**config.mk**
```make
export PLATFORM = sky130hd
export DESIGN_NAME = decoupling_pulse_schedule_generator_unit
export DESIGN_NICKNAME = d
export VERILOG_FILES = /design/src/rtl/dpsg_pkg.sv /design/src/rtl/decoupling_pulse_schedule_generator_unit.sv /design/src/rtl/dpsg_decode.sv /design/src/rtl/dpsg_div_stage.sv /design/src/rtl/dpsg_out.sv
export SDC_FILE = /design/constraint.sdc
export NUM_CORES = 1
export LEC_CHECK = 0
export BUFFER_PORTS_ARGS = -buffer_cell sky130_fd_sc_hd__buf_2
export CAP_MARGIN = 10
export CORE_MARGIN = 2
export CORE_UTILIZATION = 40
export CTS_CLUSTER_SIZE = 28
export DETAILED_ROUTE_END_ITERATION = 10
export PLACE_DENSITY = 0.57
export REMOVE_ABC_BUFFERS = 1
export SLEW_MARGIN = 0
export SYNTH_ARGS = -nofsm -noshare
export SYNTH_HDL_FRONTEND = slang
export SYNTH_HIERARCHICAL = 1
export SYNTH_SLANG_ARGS = --single-unit
```
**constraint.sdc**
```tcl
create_clock -name clock -period 9.8 [get_ports clock]
set_input_delay 1.47 -clock clock [delete_from_list [all_inputs] [get_ports clock]]
set_output_delay 1.47 -clock clock [all_outputs]
set_load 0.005 [all_outputs]
```
**src/rtl/dpsg_pkg.sv**
```systemverilog
// Package with types, codes and lookup functions of the pulse schedule generator.
`default_nettype none

package dpsg_pkg;

   // Field and datapath widths.
   localparam int IDX_W         = 8;
   localparam int KIND_W        = 3;
   localparam int COUNT_W       = 8;
   localparam int CNT_W         = COUNT_W + 1;
   localparam int DIV_W         = COUNT_W + 1;
   localparam int REM_W         = DIV_W + 1;
   localparam int CSR_W         = 8;
   localparam int CSR_IDX_W     = 1;
   localparam int MAX_PULSES    = 255;
   localparam int FRAC_BITS_DEF = 16;
   localparam int DIV_STEPS     = 4;

   // Register indexes of the configuration port.
   localparam logic [CSR_IDX_W-1:0] CSR_KIND  = 1'd0;
   localparam logic [CSR_IDX_W-1:0] CSR_COUNT = 1'd1;

   // Requested schedule kinds.
   localparam logic [KIND_W-1:0] REQ_AUTO   = 3'd0;
   localparam logic [KIND_W-1:0] REQ_RAMSEY = 3'd1;
   localparam logic [KIND_W-1:0] REQ_HAHN   = 3'd2;
   localparam logic [KIND_W-1:0] REQ_CPMG   = 3'd3;
   localparam logic [KIND_W-1:0] REQ_WAHUHA = 3'd4;

   // Denominators of the fixed schedules and the WAHUHA full-period bound.
   localparam logic [DIV_W-1:0] HAHN_DEN = 9'd2;
   localparam logic [DIV_W-1:0] WH_DEN   = 9'd6;
   localparam logic [2:0]       WH_FULL  = 3'd6;

   typedef enum logic [1:0] {
      KIND_RAMSEY = 2'd0,
      KIND_HAHN   = 2'd1,
      KIND_CPMG   = 2'd2,
      KIND_WAHUHA = 2'd3
   } kind_type;

   typedef enum logic [1:0] {
      AXIS_NONE = 2'd0,
      AXIS_X    = 2'd1,
      AXIS_Y    = 2'd2
   } axis_type;

   typedef enum logic [1:0] {
      ANG_0   = 2'd0,
      ANG_90  = 2'd1,
      ANG_180 = 2'd2,
      ANG_270 = 2'd3
   } angle_type;

   // Per-request control that travels beside the division.
   typedef struct packed {
      logic       res_valid;
      kind_type   kind;
      logic       last;
      axis_type   axis;
      angle_type  ang;
      logic [1:0] cls;
      logic       en_one;
   } side_type;

   typedef struct packed {
      logic             bit_q;
      logic [DIV_W-1:0] rem;
   } div_step_type;

   // One restoring division step: double the remainder, subtract if it fits.
   function automatic div_step_type div_step(input logic [DIV_W-1:0] rem,
                                             input logic [DIV_W-1:0] dvs);
      logic [REM_W-1:0] dbl;
      logic [REM_W-1:0] dif;
      div_step_type     res;
      dbl = {rem, 1'b0};
      dif = dbl - {1'b0, dvs};
      if (dbl >= {1'b0, dvs}) begin
         res.bit_q = 1'b1;
         res.rem   = dif[DIV_W-1:0];
      end else begin
         res.bit_q = 1'b0;
         res.rem   = dbl[DIV_W-1:0];
      end
      return res;
   endfunction

   // WAHUHA interval bounds in sixths of the period.
   function automatic logic [2:0] wh_lo(input logic [2:0] i);
      case (i)
         3'd0:    return 3'd0;
         3'd1:    return 3'd1;
         3'd2:    return 3'd2;
         3'd3:    return 3'd4;
         3'd4:    return 3'd5;
         default: return 3'd0;
      endcase
   endfunction

   function automatic logic [2:0] wh_hi(input logic [2:0] i);
      case (i)
         3'd0:    return 3'd1;
         3'd1:    return 3'd2;
         3'd2:    return 3'd4;
         3'd3:    return 3'd5;
         3'd4:    return 3'd6;
         default: return 3'd0;
      endcase
   endfunction

   function automatic axis_type wh_axis(input logic [2:0] i);
      case (i)
         3'd0:    return AXIS_X;
         3'd1:    return AXIS_Y;
         3'd2:    return AXIS_Y;
         3'd3:    return AXIS_X;
         default: return AXIS_NONE;
      endcase
   endfunction

   function automatic angle_type wh_ang(input logic [2:0] i);
      case (i)
         3'd0:    return ANG_90;
         3'd1:    return ANG_270;
         3'd2:    return ANG_90;
         3'd3:    return ANG_270;
         default: return ANG_0;
      endcase
   endfunction

   function automatic logic [1:0] wh_cls(input logic [2:0] i);
      case (i)
         3'd2:    return 2'd2;
         default: return 2'd0;
      endcase
   endfunction

endpackage

`default_nettype wire

```
**src/rtl/decoupling_pulse_schedule_generator_unit.sv**
```systemverilog
// Top level of the decoupling pulse schedule generator: registers and pipeline.
//
//   Channel   Handshake                   Payload
//   request   start / busy                req_interval_index
//   response  rsp_valid (one-cycle pulse) rsp_valid_res ... rsp_last_interval
//   csr       csr_we                      csr_index, csr_wdata
//
// One request is taken per cycle outside reset; each response passes the decode stage,
// the divider stages and the output register in turn. The restoring divider resolves up
// to four quotient bits per pipeline stage.
// Reset is synchronous; it clears the configuration registers and all stage valid bits, and
// busy is high only while reset is applied. Nothing stalls: responses leave
// in request order without back-pressure.
`default_nettype none

module decoupling_pulse_schedule_generator_unit
   import dpsg_pkg::*;
#(
   parameter int FRAC_BITS = FRAC_BITS_DEF
) (
   input  wire logic                 clock,
   input  wire logic                 reset,
   input  wire logic                 start,
   output logic                      busy,
   input  wire logic [IDX_W-1:0]     req_interval_index,
   output logic                      rsp_valid,
   output logic                      rsp_valid_res,
   output logic [FRAC_BITS:0]        rsp_interval_start,
   output logic [FRAC_BITS:0]        rsp_interval_end,
   output logic [FRAC_BITS:0]        rsp_interval_length,
   output logic [1:0]                rsp_pulse_axis,
   output logic [1:0]                rsp_angle_quarters,
   output logic [1:0]                rsp_length_class,
   output logic [1:0]                rsp_resolved_kind,
   output logic                      rsp_last_interval,
   input  wire logic                 csr_we,
   input  wire logic [CSR_IDX_W-1:0] csr_index,
   input  wire logic [CSR_W-1:0]     csr_wdata
);

   localparam int NDIV       = (FRAC_BITS + DIV_STEPS - 1) / DIV_STEPS;
   localparam int LAST_STEPS = FRAC_BITS - DIV_STEPS * (NDIV - 1);

   logic [KIND_W-1:0]  kind_ff, kind_in;
   logic [COUNT_W-1:0] count_ff, count_in;
   logic               fire;

   logic                 p_valid [NDIV+1];
   side_type             p_side  [NDIV+1];
   logic [DIV_W-1:0]     p_dvs   [NDIV+1];
   logic [DIV_W-1:0]     p_r_st  [NDIV+1];
   logic [DIV_W-1:0]     p_r_en  [NDIV+1];
   logic [FRAC_BITS-1:0] p_q_st  [NDIV+1];
   logic [FRAC_BITS-1:0] p_q_en  [NDIV+1];

   // Requests are refused only while reset is applied.
   assign busy = reset;
   assign fire = start && !busy;

   // Configuration registers.
   always_comb begin
      kind_in  = kind_ff;
      count_in = count_ff;
      if (csr_we) begin
         case (csr_index)
            CSR_KIND:  kind_in  = csr_wdata[KIND_W-1:0];
            CSR_COUNT: count_in = csr_wdata[COUNT_W-1:0];
            default:   ;
         endcase
      end
   end

   always_ff @(posedge clock) begin
      if (reset) begin
         kind_ff  <= REQ_AUTO;
         count_ff <= '0;
      end else begin
         kind_ff  <= kind_in;
         count_ff <= count_in;
      end
   end

   // Kind resolution and dividend setup.
   dpsg_decode u_decode (
      .clock     (clock),
      .reset     (reset),
      .in_fire   (fire),
      .in_idx    (req_interval_index),
      .cfg_kind  (kind_ff),
      .cfg_count (count_ff),
      .out_valid (p_valid[0]),
      .out_side  (p_side[0]),
      .out_dvs   (p_dvs[0]),
      .out_a_st  (p_r_st[0]),
      .out_a_en  (p_r_en[0])
   );

   assign p_q_st[0] = '0;
   assign p_q_en[0] = '0;

   // Divider pipeline.
   for (genvar g = 0; g < NDIV; g++) begin : g_div
      localparam int NSTEP = (g == NDIV - 1) ? LAST_STEPS : DIV_STEPS;
      dpsg_div_stage #(
         .Q_W   (FRAC_BITS),
         .NSTEP (NSTEP)
      ) u_stage (
         .clock     (clock),
         .reset     (reset),
         .in_valid  (p_valid[g]),
         .in_side   (p_side[g]),
         .in_dvs    (p_dvs[g]),
         .in_r_st   (p_r_st[g]),
         .in_r_en   (p_r_en[g]),
         .in_q_st   (p_q_st[g]),
         .in_q_en   (p_q_en[g]),
         .out_valid (p_valid[g+1]),
         .out_side  (p_side[g+1]),
         .out_dvs   (p_dvs[g+1]),
         .out_r_st  (p_r_st[g+1]),
         .out_r_en  (p_r_en[g+1]),
         .out_q_st  (p_q_st[g+1]),
         .out_q_en  (p_q_en[g+1])
      );
   end

   // Response formation.
   dpsg_out #(
      .FRAC_BITS (FRAC_BITS)
   ) u_out (
      .clock               (clock),
      .reset               (reset),
      .in_valid            (p_valid[NDIV]),
      .in_side             (p_side[NDIV]),
      .in_q_st             (p_q_st[NDIV]),
      .in_q_en             (p_q_en[NDIV]),
      .rsp_valid           (rsp_valid),
      .rsp_valid_res       (rsp_valid_res),
      .rsp_interval_start  (rsp_interval_start),
      .rsp_interval_end    (rsp_interval_end),
      .rsp_interval_length (rsp_interval_length),
      .rsp_pulse_axis      (rsp_pulse_axis),
      .rsp_angle_quarters  (rsp_angle_quarters),
      .rsp_length_class    (rsp_length_class),
      .rsp_resolved_kind   (rsp_resolved_kind),
      .rsp_last_interval   (rsp_last_interval)
   );

endmodule

`default_nettype wire

```
**src/rtl/dpsg_decode.sv**
```systemverilog
// First pipeline stage: resolves the schedule kind and sets up the bound divisions.
`default_nettype none

module dpsg_decode
   import dpsg_pkg::*;
(
   input  wire logic                 clock,
   input  wire logic                 reset,
   input  wire logic                 in_fire,
   input  wire logic [IDX_W-1:0]     in_idx,
   input  wire logic [KIND_W-1:0]    cfg_kind,
   input  wire logic [COUNT_W-1:0]   cfg_count,
   output logic                      out_valid,
   output side_type                  out_side,
   output logic [DIV_W-1:0]          out_dvs,
   output logic [DIV_W-1:0]          out_a_st,
   output logic [DIV_W-1:0]          out_a_en
);

   logic             valid_ff;
   side_type         side_ff, side_in;
   logic [DIV_W-1:0] dvs_ff, dvs_in;
   logic [DIV_W-1:0] a_st_ff, a_st_in;
   logic [DIV_W-1:0] a_en_ff, a_en_in;

   // Resolve the kind, range-check the index and pick each bound's dividend.
   always_comb begin
      logic [COUNT_W-1:0] n_sat;
      logic [CNT_W-1:0]   cnt;
      logic               in_range;
      logic [2:0]         hi;
      side_in = '0;
      dvs_in  = HAHN_DEN;
      a_st_in = '0;
      a_en_in = '0;
      hi      = wh_hi(in_idx[2:0]);
      if (int'(cfg_count) > MAX_PULSES) begin
         n_sat = COUNT_W'(MAX_PULSES);
      end else begin
         n_sat = cfg_count;
      end
      if (cfg_kind == REQ_WAHUHA) begin
         side_in.kind = KIND_WAHUHA;
         cnt          = CNT_W'(5);
      end else if (n_sat == '0 || cfg_kind == REQ_RAMSEY) begin
         side_in.kind = KIND_RAMSEY;
         cnt          = CNT_W'(1);
      end else if (n_sat == COUNT_W'(1) || cfg_kind == REQ_HAHN) begin
         side_in.kind = KIND_HAHN;
         cnt          = CNT_W'(2);
      end else begin
         side_in.kind = KIND_CPMG;
         cnt          = {1'b0, n_sat} + CNT_W'(1);
      end
      in_range          = {1'b0, in_idx} < cnt;
      side_in.res_valid = in_range;
      side_in.last      = in_range && ({1'b0, in_idx} == cnt - CNT_W'(1));
      case (side_in.kind)
         KIND_RAMSEY: begin
            side_in.en_one = 1'b1;
         end
         KIND_HAHN: begin
            if (in_idx == '0) begin
               a_en_in      = DIV_W'(1);
               side_in.axis = AXIS_X;
               side_in.ang  = ANG_180;
            end else begin
               a_st_in        = DIV_W'(1);
               side_in.en_one = 1'b1;
            end
         end
         KIND_WAHUHA: begin
            dvs_in       = WH_DEN;
            a_st_in      = DIV_W'(wh_lo(in_idx[2:0]));
            side_in.axis = wh_axis(in_idx[2:0]);
            side_in.ang  = wh_ang(in_idx[2:0]);
            side_in.cls  = wh_cls(in_idx[2:0]);
            if (hi == WH_FULL) begin
               side_in.en_one = 1'b1;
            end else begin
               a_en_in = DIV_W'(hi);
            end
         end
         KIND_CPMG: begin
            // Boundaries sit at odd multiples of 1/(2n).
            dvs_in = {n_sat, 1'b0};
            if (in_idx != '0) begin
               a_st_in = {in_idx, 1'b0} - DIV_W'(1);
            end
            if (in_idx == n_sat) begin
               side_in.en_one = 1'b1;
            end else begin
               a_en_in      = {in_idx, 1'b1};
               side_in.axis = AXIS_X;
               side_in.ang  = ANG_180;
            end
            side_in.cls = (in_idx == '0 || in_idx == n_sat) ? 2'd0 : 2'd1;
         end
         default: begin
            side_in.en_one = 1'b1;
         end
      endcase
      // Out-of-range requests carry only the kind.
      if (!in_range) begin
         a_st_in        = '0;
         a_en_in        = '0;
         side_in.axis   = AXIS_NONE;
         side_in.ang    = ANG_0;
         side_in.cls    = 2'd0;
         side_in.en_one = 1'b0;
      end
   end

   // Stage register.
   always_ff @(posedge clock) begin
      if (reset) begin
         valid_ff <= 1'b0;
      end else begin
         valid_ff <= in_fire;
      end
      side_ff <= side_in;
      dvs_ff  <= dvs_in;
      a_st_ff <= a_st_in;
      a_en_ff <= a_en_in;
   end

   assign out_valid = valid_ff;
   assign out_side  = side_ff;
   assign out_dvs   = dvs_ff;
   assign out_a_st  = a_st_ff;
   assign out_a_en  = a_en_ff;

endmodule

`default_nettype wire

```
**src/rtl/dpsg_div_stage.sv**
```systemverilog
// One stage of the restoring divider: NSTEP quotient bits for both bounds.
`default_nettype none

module dpsg_div_stage
   import dpsg_pkg::*;
#(
   parameter int Q_W   = FRAC_BITS_DEF,
   parameter int NSTEP = DIV_STEPS
) (
   input  wire logic             clock,
   input  wire logic             reset,
   input  wire logic             in_valid,
   input  wire side_type         in_side,
   input  wire logic [DIV_W-1:0] in_dvs,
   input  wire logic [DIV_W-1:0] in_r_st,
   input  wire logic [DIV_W-1:0] in_r_en,
   input  wire logic [Q_W-1:0]   in_q_st,
   input  wire logic [Q_W-1:0]   in_q_en,
   output logic                  out_valid,
   output side_type              out_side,
   output logic [DIV_W-1:0]      out_dvs,
   output logic [DIV_W-1:0]      out_r_st,
   output logic [DIV_W-1:0]      out_r_en,
   output logic [Q_W-1:0]        out_q_st,
   output logic [Q_W-1:0]        out_q_en
);

   logic             valid_ff;
   side_type         side_ff;
   logic [DIV_W-1:0] dvs_ff;
   logic [DIV_W-1:0] r_st_ff, r_st_in;
   logic [DIV_W-1:0] r_en_ff, r_en_in;
   logic [Q_W-1:0]   q_st_ff, q_st_in;
   logic [Q_W-1:0]   q_en_ff, q_en_in;

   // NSTEP dependent steps on the narrow remainders, both lanes side by side.
   always_comb begin
      div_step_type s_st;
      div_step_type s_en;
      r_st_in = in_r_st;
      r_en_in = in_r_en;
      q_st_in = in_q_st;
      q_en_in = in_q_en;
      for (int k = 0; k < NSTEP; k++) begin
         s_st    = div_step(r_st_in, in_dvs);
         s_en    = div_step(r_en_in, in_dvs);
         r_st_in = s_st.rem;
         r_en_in = s_en.rem;
         q_st_in = {q_st_in[Q_W-2:0], s_st.bit_q};
         q_en_in = {q_en_in[Q_W-2:0], s_en.bit_q};
      end
   end

   // Stage register.
   always_ff @(posedge clock) begin
      if (reset) begin
         valid_ff <= 1'b0;
      end else begin
         valid_ff <= in_valid;
      end
      side_ff <= in_side;
      dvs_ff  <= in_dvs;
      r_st_ff <= r_st_in;
      r_en_ff <= r_en_in;
      q_st_ff <= q_st_in;
      q_en_ff <= q_en_in;
   end

   assign out_valid = valid_ff;
   assign out_side  = side_ff;
   assign out_dvs   = dvs_ff;
   assign out_r_st  = r_st_ff;
   assign out_r_en  = r_en_ff;
   assign out_q_st  = q_st_ff;
   assign out_q_en  = q_en_ff;

endmodule

`default_nettype wire

```
**src/rtl/dpsg_out.sv**
```systemverilog
// Last pipeline stage: forms start, end and length and registers the response.
`default_nettype none

module dpsg_out
   import dpsg_pkg::*;
#(
   parameter int FRAC_BITS = FRAC_BITS_DEF
) (
   input  wire logic                 clock,
   input  wire logic                 reset,
   input  wire logic                 in_valid,
   input  wire side_type             in_side,
   input  wire logic [FRAC_BITS-1:0] in_q_st,
   input  wire logic [FRAC_BITS-1:0] in_q_en,
   output logic                      rsp_valid,
   output logic                      rsp_valid_res,
   output logic [FRAC_BITS:0]        rsp_interval_start,
   output logic [FRAC_BITS:0]        rsp_interval_end,
   output logic [FRAC_BITS:0]        rsp_interval_length,
   output logic [1:0]                rsp_pulse_axis,
   output logic [1:0]                rsp_angle_quarters,
   output logic [1:0]                rsp_length_class,
   output logic [1:0]                rsp_resolved_kind,
   output logic                      rsp_last_interval
);

   localparam logic [FRAC_BITS:0] ONE_FX = {1'b1, {FRAC_BITS{1'b0}}};

   logic                 valid_ff;
   logic                 res_ff, res_in;
   logic [FRAC_BITS:0]   st_ff, st_in;
   logic [FRAC_BITS:0]   en_ff, en_in;
   logic [FRAC_BITS:0]   len_ff, len_in;
   logic [1:0]           axis_ff, axis_in;
   logic [1:0]           ang_ff, ang_in;
   logic [1:0]           cls_ff, cls_in;
   logic [1:0]           kind_ff;
   logic                 last_ff, last_in;

   // Full-period end replaces the quotient; invalid requests give zeros.
   always_comb begin
      res_in  = in_side.res_valid;
      st_in   = {1'b0, in_q_st};
      en_in   = in_side.en_one ? ONE_FX : {1'b0, in_q_en};
      len_in  = en_in - st_in;
      axis_in = in_side.axis;
      ang_in  = in_side.ang;
      cls_in  = in_side.cls;
      last_in = in_side.last;
      if (!res_in) begin
         st_in   = '0;
         en_in   = '0;
         len_in  = '0;
         axis_in = '0;
         ang_in  = '0;
         cls_in  = '0;
         last_in = 1'b0;
      end
   end

   // Response register; the strobe lasts one cycle.
   always_ff @(posedge clock) begin
      if (reset) begin
         valid_ff <= 1'b0;
      end else begin
         valid_ff <= in_valid;
      end
      res_ff  <= res_in;
      st_ff   <= st_in;
      en_ff   <= en_in;
      len_ff  <= len_in;
      axis_ff <= axis_in;
      ang_ff  <= ang_in;
      cls_ff  <= cls_in;
      kind_ff <= in_side.kind;
      last_ff <= last_in;
   end

   assign rsp_valid           = valid_ff;
   assign rsp_valid_res       = res_ff;
   assign rsp_interval_start  = st_ff;
   assign rsp_interval_end    = en_ff;
   assign rsp_interval_length = len_ff;
   assign rsp_pulse_axis      = axis_ff;
   assign rsp_angle_quarters  = ang_ff;
   assign rsp_length_class    = cls_ff;
   assign rsp_resolved_kind   = kind_ff;
   assign rsp_last_interval   = last_ff;

endmodule

`default_nettype wire

```
### After elaboration in Yosys (flattened, before gate mapping)

Index checks and enable logic that the tools add are counted.

| storage, ports and cells | value |
|---|---|
| logic and storage cells | 241 |
| register bits after elaboration | 321 |
| output and inout bits | 63 |
| input bits | 21 |

| cells by class | value |
|---|---|
| bitwise operators | 1 |
| add/subtract/negate cells | 36 |
| equal/unequal tests | 14 |
| mux-type cells | 61 |
| reductions and logical operators | 17 |
| magnitude comparators | 33 |

Operators with widths:

| kind | count |
|---|---|
| 10-bit by 9-bit >= comparator with 1-bit output | 32 |
| 10-bit 2-to-1 mux | 32 |
| 9-bit subtractor | 32 |
| 9-bit case mux with 3 select lines | 2 |
| 9-bit 2-to-1 mux | 5 |
| 9-bit case mux with 2 select lines | 1 |
| 9-bit by 1-bit subtractor with 9-bit output (second input constant) | 2 |
| 17-bit 2-to-1 mux | 1 |
| 17-bit by 16-bit subtractor with 17-bit output | 1 |
| 8-bit logical NOT | 2 |
| 3-bit case mux with 5 select lines | 1 |
| 2-bit case mux with 2 select lines | 3 |
| 3-bit case mux with 4 select lines | 1 |
| 4-bit case mux with 3 select lines | 1 |
| 8-bit by 1-bit adder with 9-bit output (second input constant) | 1 |
| 3-bit by 2-bit == test with 1-bit output (second input constant) | 3 |
| 3-bit == test (second input constant) | 3 |
| 8-bit by 9-bit == test with 1-bit output | 1 |
| 8-bit by 9-bit less-than comparator with 1-bit output | 1 |
| 3-bit 2-to-1 mux | 3 |
| 8-bit by 1-bit == test with 1-bit output (second input constant) | 1 |
| 8-bit == test | 1 |
| 2-bit 2-to-1 mux | 4 |
| 8-bit nonzero test | 1 |
| 13 further kinds | 27 |

### Logic depth before layout (Yosys ltp)

| depth | value |
|---|---|
| word-level depth | 8 |
| gate-level depth with buffers | 38 |
| mapped depth without buffers | 35 |

### Modules after synthesis

The synthesis kept the hierarchy.

Modules (own cells, without submodules):

| module | area an instance (um^2) | times used | sequential area each (um^2) | cells an instance |
|---|---|---|---|---|
| dpsg_div_stage (g_div[0].u_stage ...) | 4991.0 | 3 | 1421.4 | 536 |
| dpsg_div_stage (g_div[2].u_stage) | 5392.7 | 1 | 1421.4 | 578 |
| dpsg_out | 2573.7 | 1 | 1221.2 | 278 |
| dpsg_decode | 2358.5 | 1 | 760.7 | 273 |
| decoupling_pulse_schedule_generator_unit | 526.8 | 1 | 220.2 | 50 |

### Least setup slack after synthesis

No wires, ideal clock.

| timing | value |
|---|---|
| kind | flip-flop to flip-flop |
| start | register g_div[1].u_stage.dvs_ff[0] |
| end | register g_div[2].u_stage.r_en_ff[2] |
| arrival | 8.373 ns |
| data required time | 9.679 ns |
| setup slack | 1.306 ns |
| period minus slack after synthesis | 8.494 ns |
| buffers on the path | 4 |
| setup time | 0.121 ns |
| cell stages (with the launch flop) | 33 |
| cell sequence | dfxtp_1 -> buf_2 -> inv_1 -> clkbuf_1 -> fa_1 -> a211oi_1 -> o21ai_2 -> a21oi_1 -> buf_4 -> mux2_2 -> ha_1 -> a21o_1 -> a221oi_2 -> o211ai_1 -> a22oi_4 -> inv_2 -> mux2_2 -> ha_1 -> and4_1 -> a221o_1 -> a41oi_2 -> nand2_2 -> a211oi_4 -> buf_6 -> mux2_1 -> ha_1 -> a21o_1 -> a21o_1 -> a221o_1 -> a221o_1 -> a21oi_1 -> mux2i_4 -> mux2_4 |

| on the way | value |
|---|---|
| longest elaborated chain between the ends | 8 |
| elaborated cells on any way between the ends | 12 |
| classes of those cells | add/sub: 4; order compare: 4; mux: 4 |

RTL lines:

| what | line | RTL |
|---|---|---|
| start, declared | dpsg_div_stage.sv:30 | `logic [DIV_W-1:0] dvs_ff;` |
| start signal, assigned | dpsg_div_stage.sv:62 | `dvs_ff <= in_dvs;` |
| 9-bit subtractor or 10-bit by 9-bit >= comparator with 1-bit output (tied branches) | dpsg_pkg.sv:78, dpsg_pkg.sv:79 |  |
| 10-bit 2-to-1 mux | dpsg_pkg.sv:79 | `if (dbl >= {1'b0, dvs}) begin` |
| 10-bit by 9-bit >= comparator with 1-bit output or 9-bit subtractor (tied branches) | dpsg_pkg.sv:79, dpsg_pkg.sv:78 |  |
| 10-bit 2-to-1 mux | dpsg_pkg.sv:79 |  |
| 9-bit subtractor or 10-bit by 9-bit >= comparator with 1-bit output (tied branches) | dpsg_pkg.sv:78, dpsg_pkg.sv:79 |  |
| 10-bit 2-to-1 mux | dpsg_pkg.sv:79 |  |
| 9-bit subtractor or 10-bit by 9-bit >= comparator with 1-bit output (tied branches) | dpsg_pkg.sv:78, dpsg_pkg.sv:79 |  |
| 10-bit 2-to-1 mux (*) | dpsg_pkg.sv:79 |  |
| net g_div[2].u_stage.r_en_in[2] | dpsg_div_stage.sv:32 | `logic [DIV_W-1:0] r_en_ff, r_en_in;` |
| end signal, assigned | dpsg_div_stage.sv:64 | `r_en_ff <= r_en_in;` |
| end, declared | dpsg_div_stage.sv:32 |  |

Mark *: on every way through the listed nets, which the timed path passes. The rest lies on a longest branch.
A chain may end at the register's enable or synchronous reset.

### Worst setup path after layout

| timing | value |
|---|---|
| start | register u_decode.dvs_ff[1] (netlist: u_decode/out_dvs[1]) |
| end | register g_div[0].u_stage.r_en_ff[6] |

| on the way | value |
|---|---|
| longest elaborated chain between the ends | 8 |
| elaborated cells on any way between the ends | 12 |
| classes of those cells | add/sub: 4; order compare: 4; mux: 4 |

RTL lines:

| what | line | RTL |
|---|---|---|
| start, declared | dpsg_decode.sv:22 | `logic [DIV_W-1:0] dvs_ff, dvs_in;` |
| start signal, assigned | dpsg_decode.sv:122 | `dvs_ff <= dvs_in;` |
| 9-bit subtractor or 10-bit by 9-bit >= comparator with 1-bit output (tied branches) | dpsg_pkg.sv:78, dpsg_pkg.sv:79 |  |
| 10-bit 2-to-1 mux | dpsg_pkg.sv:79 |  |
| 9-bit subtractor or 10-bit by 9-bit >= comparator with 1-bit output (tied branches) | dpsg_pkg.sv:78, dpsg_pkg.sv:79 |  |
| 10-bit 2-to-1 mux | dpsg_pkg.sv:79 |  |
| 9-bit subtractor or 10-bit by 9-bit >= comparator with 1-bit output (tied branches) | dpsg_pkg.sv:78, dpsg_pkg.sv:79 |  |
| 10-bit 2-to-1 mux | dpsg_pkg.sv:79 |  |
| 9-bit subtractor or 10-bit by 9-bit >= comparator with 1-bit output (tied branches) | dpsg_pkg.sv:78, dpsg_pkg.sv:79 |  |
| 10-bit 2-to-1 mux (*) | dpsg_pkg.sv:79 |  |
| net g_div[0].u_stage.r_en_in[6] | dpsg_div_stage.sv:32 |  |
| end signal, assigned | dpsg_div_stage.sv:64 |  |
| end, declared | dpsg_div_stage.sv:32 |  |

Marks and branches as above.

==> flow_summary_export.csv <==
group,metric,value,unit
sta,hold_violations,0,
sta,setup_tns,0,ns
sta,fin_crit_sh,94.5,%
critical_path,max_stage_delay,0.53,ns
final_layout,area_growth,10.9,%
sta,fmax,108,MHz
drt,wl_per_cell,18.0,um
sta,whs,0.310,ns
placement,portBuffers,82,
global_routing,grt_pass1_vias,19518,
critical_path,setup.worst_path.start_class,"flip-flop",
die,dieArea,61600,um2
critical_path,worstPathMaxFanout,11,
sta,slew_viol_final,0,
critical_path,required,10.24,ns
final_layout,finalNonFillerCells,3549,
clock_network,cts_tree,"done",
status,status,"finished clean",
die,boundaryPins,84,
die,initial_utilization,40.4,%
clock_network,clock-root-buffer,"clkbuf_16",
placement,place_inst,3481,
drt,drt-initial-drc-count,1239,
drt,firstDrtPassIters,5,
sta,rsz0062_at_grt,"no",
critical_path,cp_common_cell,"mux2_2",
drt,via_per_inst,5.53,
die,row_count,89,
die,die_h,248,um
global_routing,gr-usage-all-layers,20.4,%
min_path,hold_class,"reg2reg",
critical_path,crit_arrival,9.70,ns
clock_network,clock_latency,0.57,ns
global_routing,grt_max_degree,32,
sta,max_slew_margin,28.5,%
logic_synthesis,synth_warnings,6,
clock_network,cts_made_buffers,37,
critical_path,cpMaxStageDelayCell,"dfxtp_1",
clock_network,cts_sinks,319,
drt,ant_nets,0,
final_layout,fin_nets,3076,
clock_network,htreeDepth,2,
sta,worst_pin_slew,1.07,ns
clock_network,cts.path.max_buffers,3,
die,core_area,59000,um2
final_layout,postLayoutCoreUtil,44.8,%
run,max-cap-violations,0,
placement,place_congestion,0.922,
placement,hpwl,49800,um
drt,vias,19612,
critical_path,endpoint_kind,"flip-flop",
drt,wirelength,63800,um
clock_network,clk_pin_slew_worst_paths,0.06,ns
global_routing,grt_pass1_wl,102000,um
die,die_x,248,um
final_layout,drive_above_1_share,15.8,%
sta,setup_violations,0,
global_routing,antenna_found_initial,4,
sta,clock_skew,0.0243,ns
logic_synthesis,syn_avg_cell_area,9.01,um2
logic_synthesis,syn_inst,2650,
global_routing,grt-ovfl-total,0,
sta,period_needed,9.26,ns
critical_path,crit_type,"reg2reg",
drt,drc,0,
logic_synthesis,netlist_area,23900,um2
[metal layers]
metal	part of all wire [%]	global-route usage [%]	vias to the layer above
met5	0.014	0	-
met4	2.7	7.09	2
met3	4.2	2.96	105
met2	46	34.3	427
met1	47	26.8	9261
li1	-	-	9817
[sequential cells by signal (all words and copies together), names as in the netlist, 17 cells and up]
signal,cells
g_div.u_stage/out_dvs,27
g_div.u_stage/out_q_en,40
g_div.u_stage/out_q_st,40
g_div.u_stage/out_r_en,27
g_div.u_stage/out_r_st,27
g_div.u_stage/out_side,44
u_out/rsp_interval_end,17
u_out/rsp_interval_length,17
[path summary, 6_finish.rpt]
check,start,endpoint,slack [ns],depth (start not counted)
worst max register to register,u_decode/out_dvs[1],g_div[0].u_stage/out_r_en[6],0.54,32
worst max-delay path,u_decode/out_dvs[1],g_div[0].u_stage/out_r_en[6],0.54,32
worst min-delay path,g_div[0].u_stage/out_side[0],g_div[1].u_stage/out_side[0],0.31,0
worst min register to register,g_div[0].u_stage/out_side[0],g_div[1].u_stage/out_side[0],0.31,0
[worst max-delay path: cells and delay by family (launching register included)]
family          cells  cell delay [ns]
compound gates     17             4.11
fa+ha+maj           4             1.47
buf+inv             3             0.75
flops               1             0.53
mux                 4             1.27
simple gates        4             0.96
[timing repair]
item | 4_1_cts | 5_1_grt
endpoints found under the setup margin | 0 | 17
setup buffers | 0 | 2
hold buffers | 0 | 0
resized for setup | 0 | 2
[placed cells by master, fill, tap and decap left out, drive strengths merged, types with 63 or more instances in the layout]
| cell | n |
|---|---|
| nor2 | 208 |
| a21o | 89 |
| inv | 146 |
| dfxtp | 319 |
| ha | 297 |
| nand2 | 147 |
| and2 | 63 |
| mux2 | 138 |
| buf | 116 |
| xor2 | 83 |
| xnor2 | 107 |
| o21ai | 133 |
| a21oi | 172 |
[metrics by stage]
| step | worst slack (ns) | instance area (um2) |
|---|---|---|
| floorplan | 0.924 | 23500 |
| global placement | 0.546 | 25100 |
| detailed placement | 0.257 | 25100 |
| CTS | 0.217 | 26400 |
| global route | 0.0281 | 26400 |
| finish | 0.542 | 26500 |
[cell type report]
class,count,area [um2]
diodes,3,7.51
repair buffers,116,666
flip-flops and latches,319,6390
inverters,146,551
well taps,773,967
clock buffers,42,975
clock inverters,21,307
fillers,5685,32600
multi-input cells,2129,16600
Power is not shown: default switching activity piles up to over one toggle a cycle in this logic, so the estimate is an artifact.
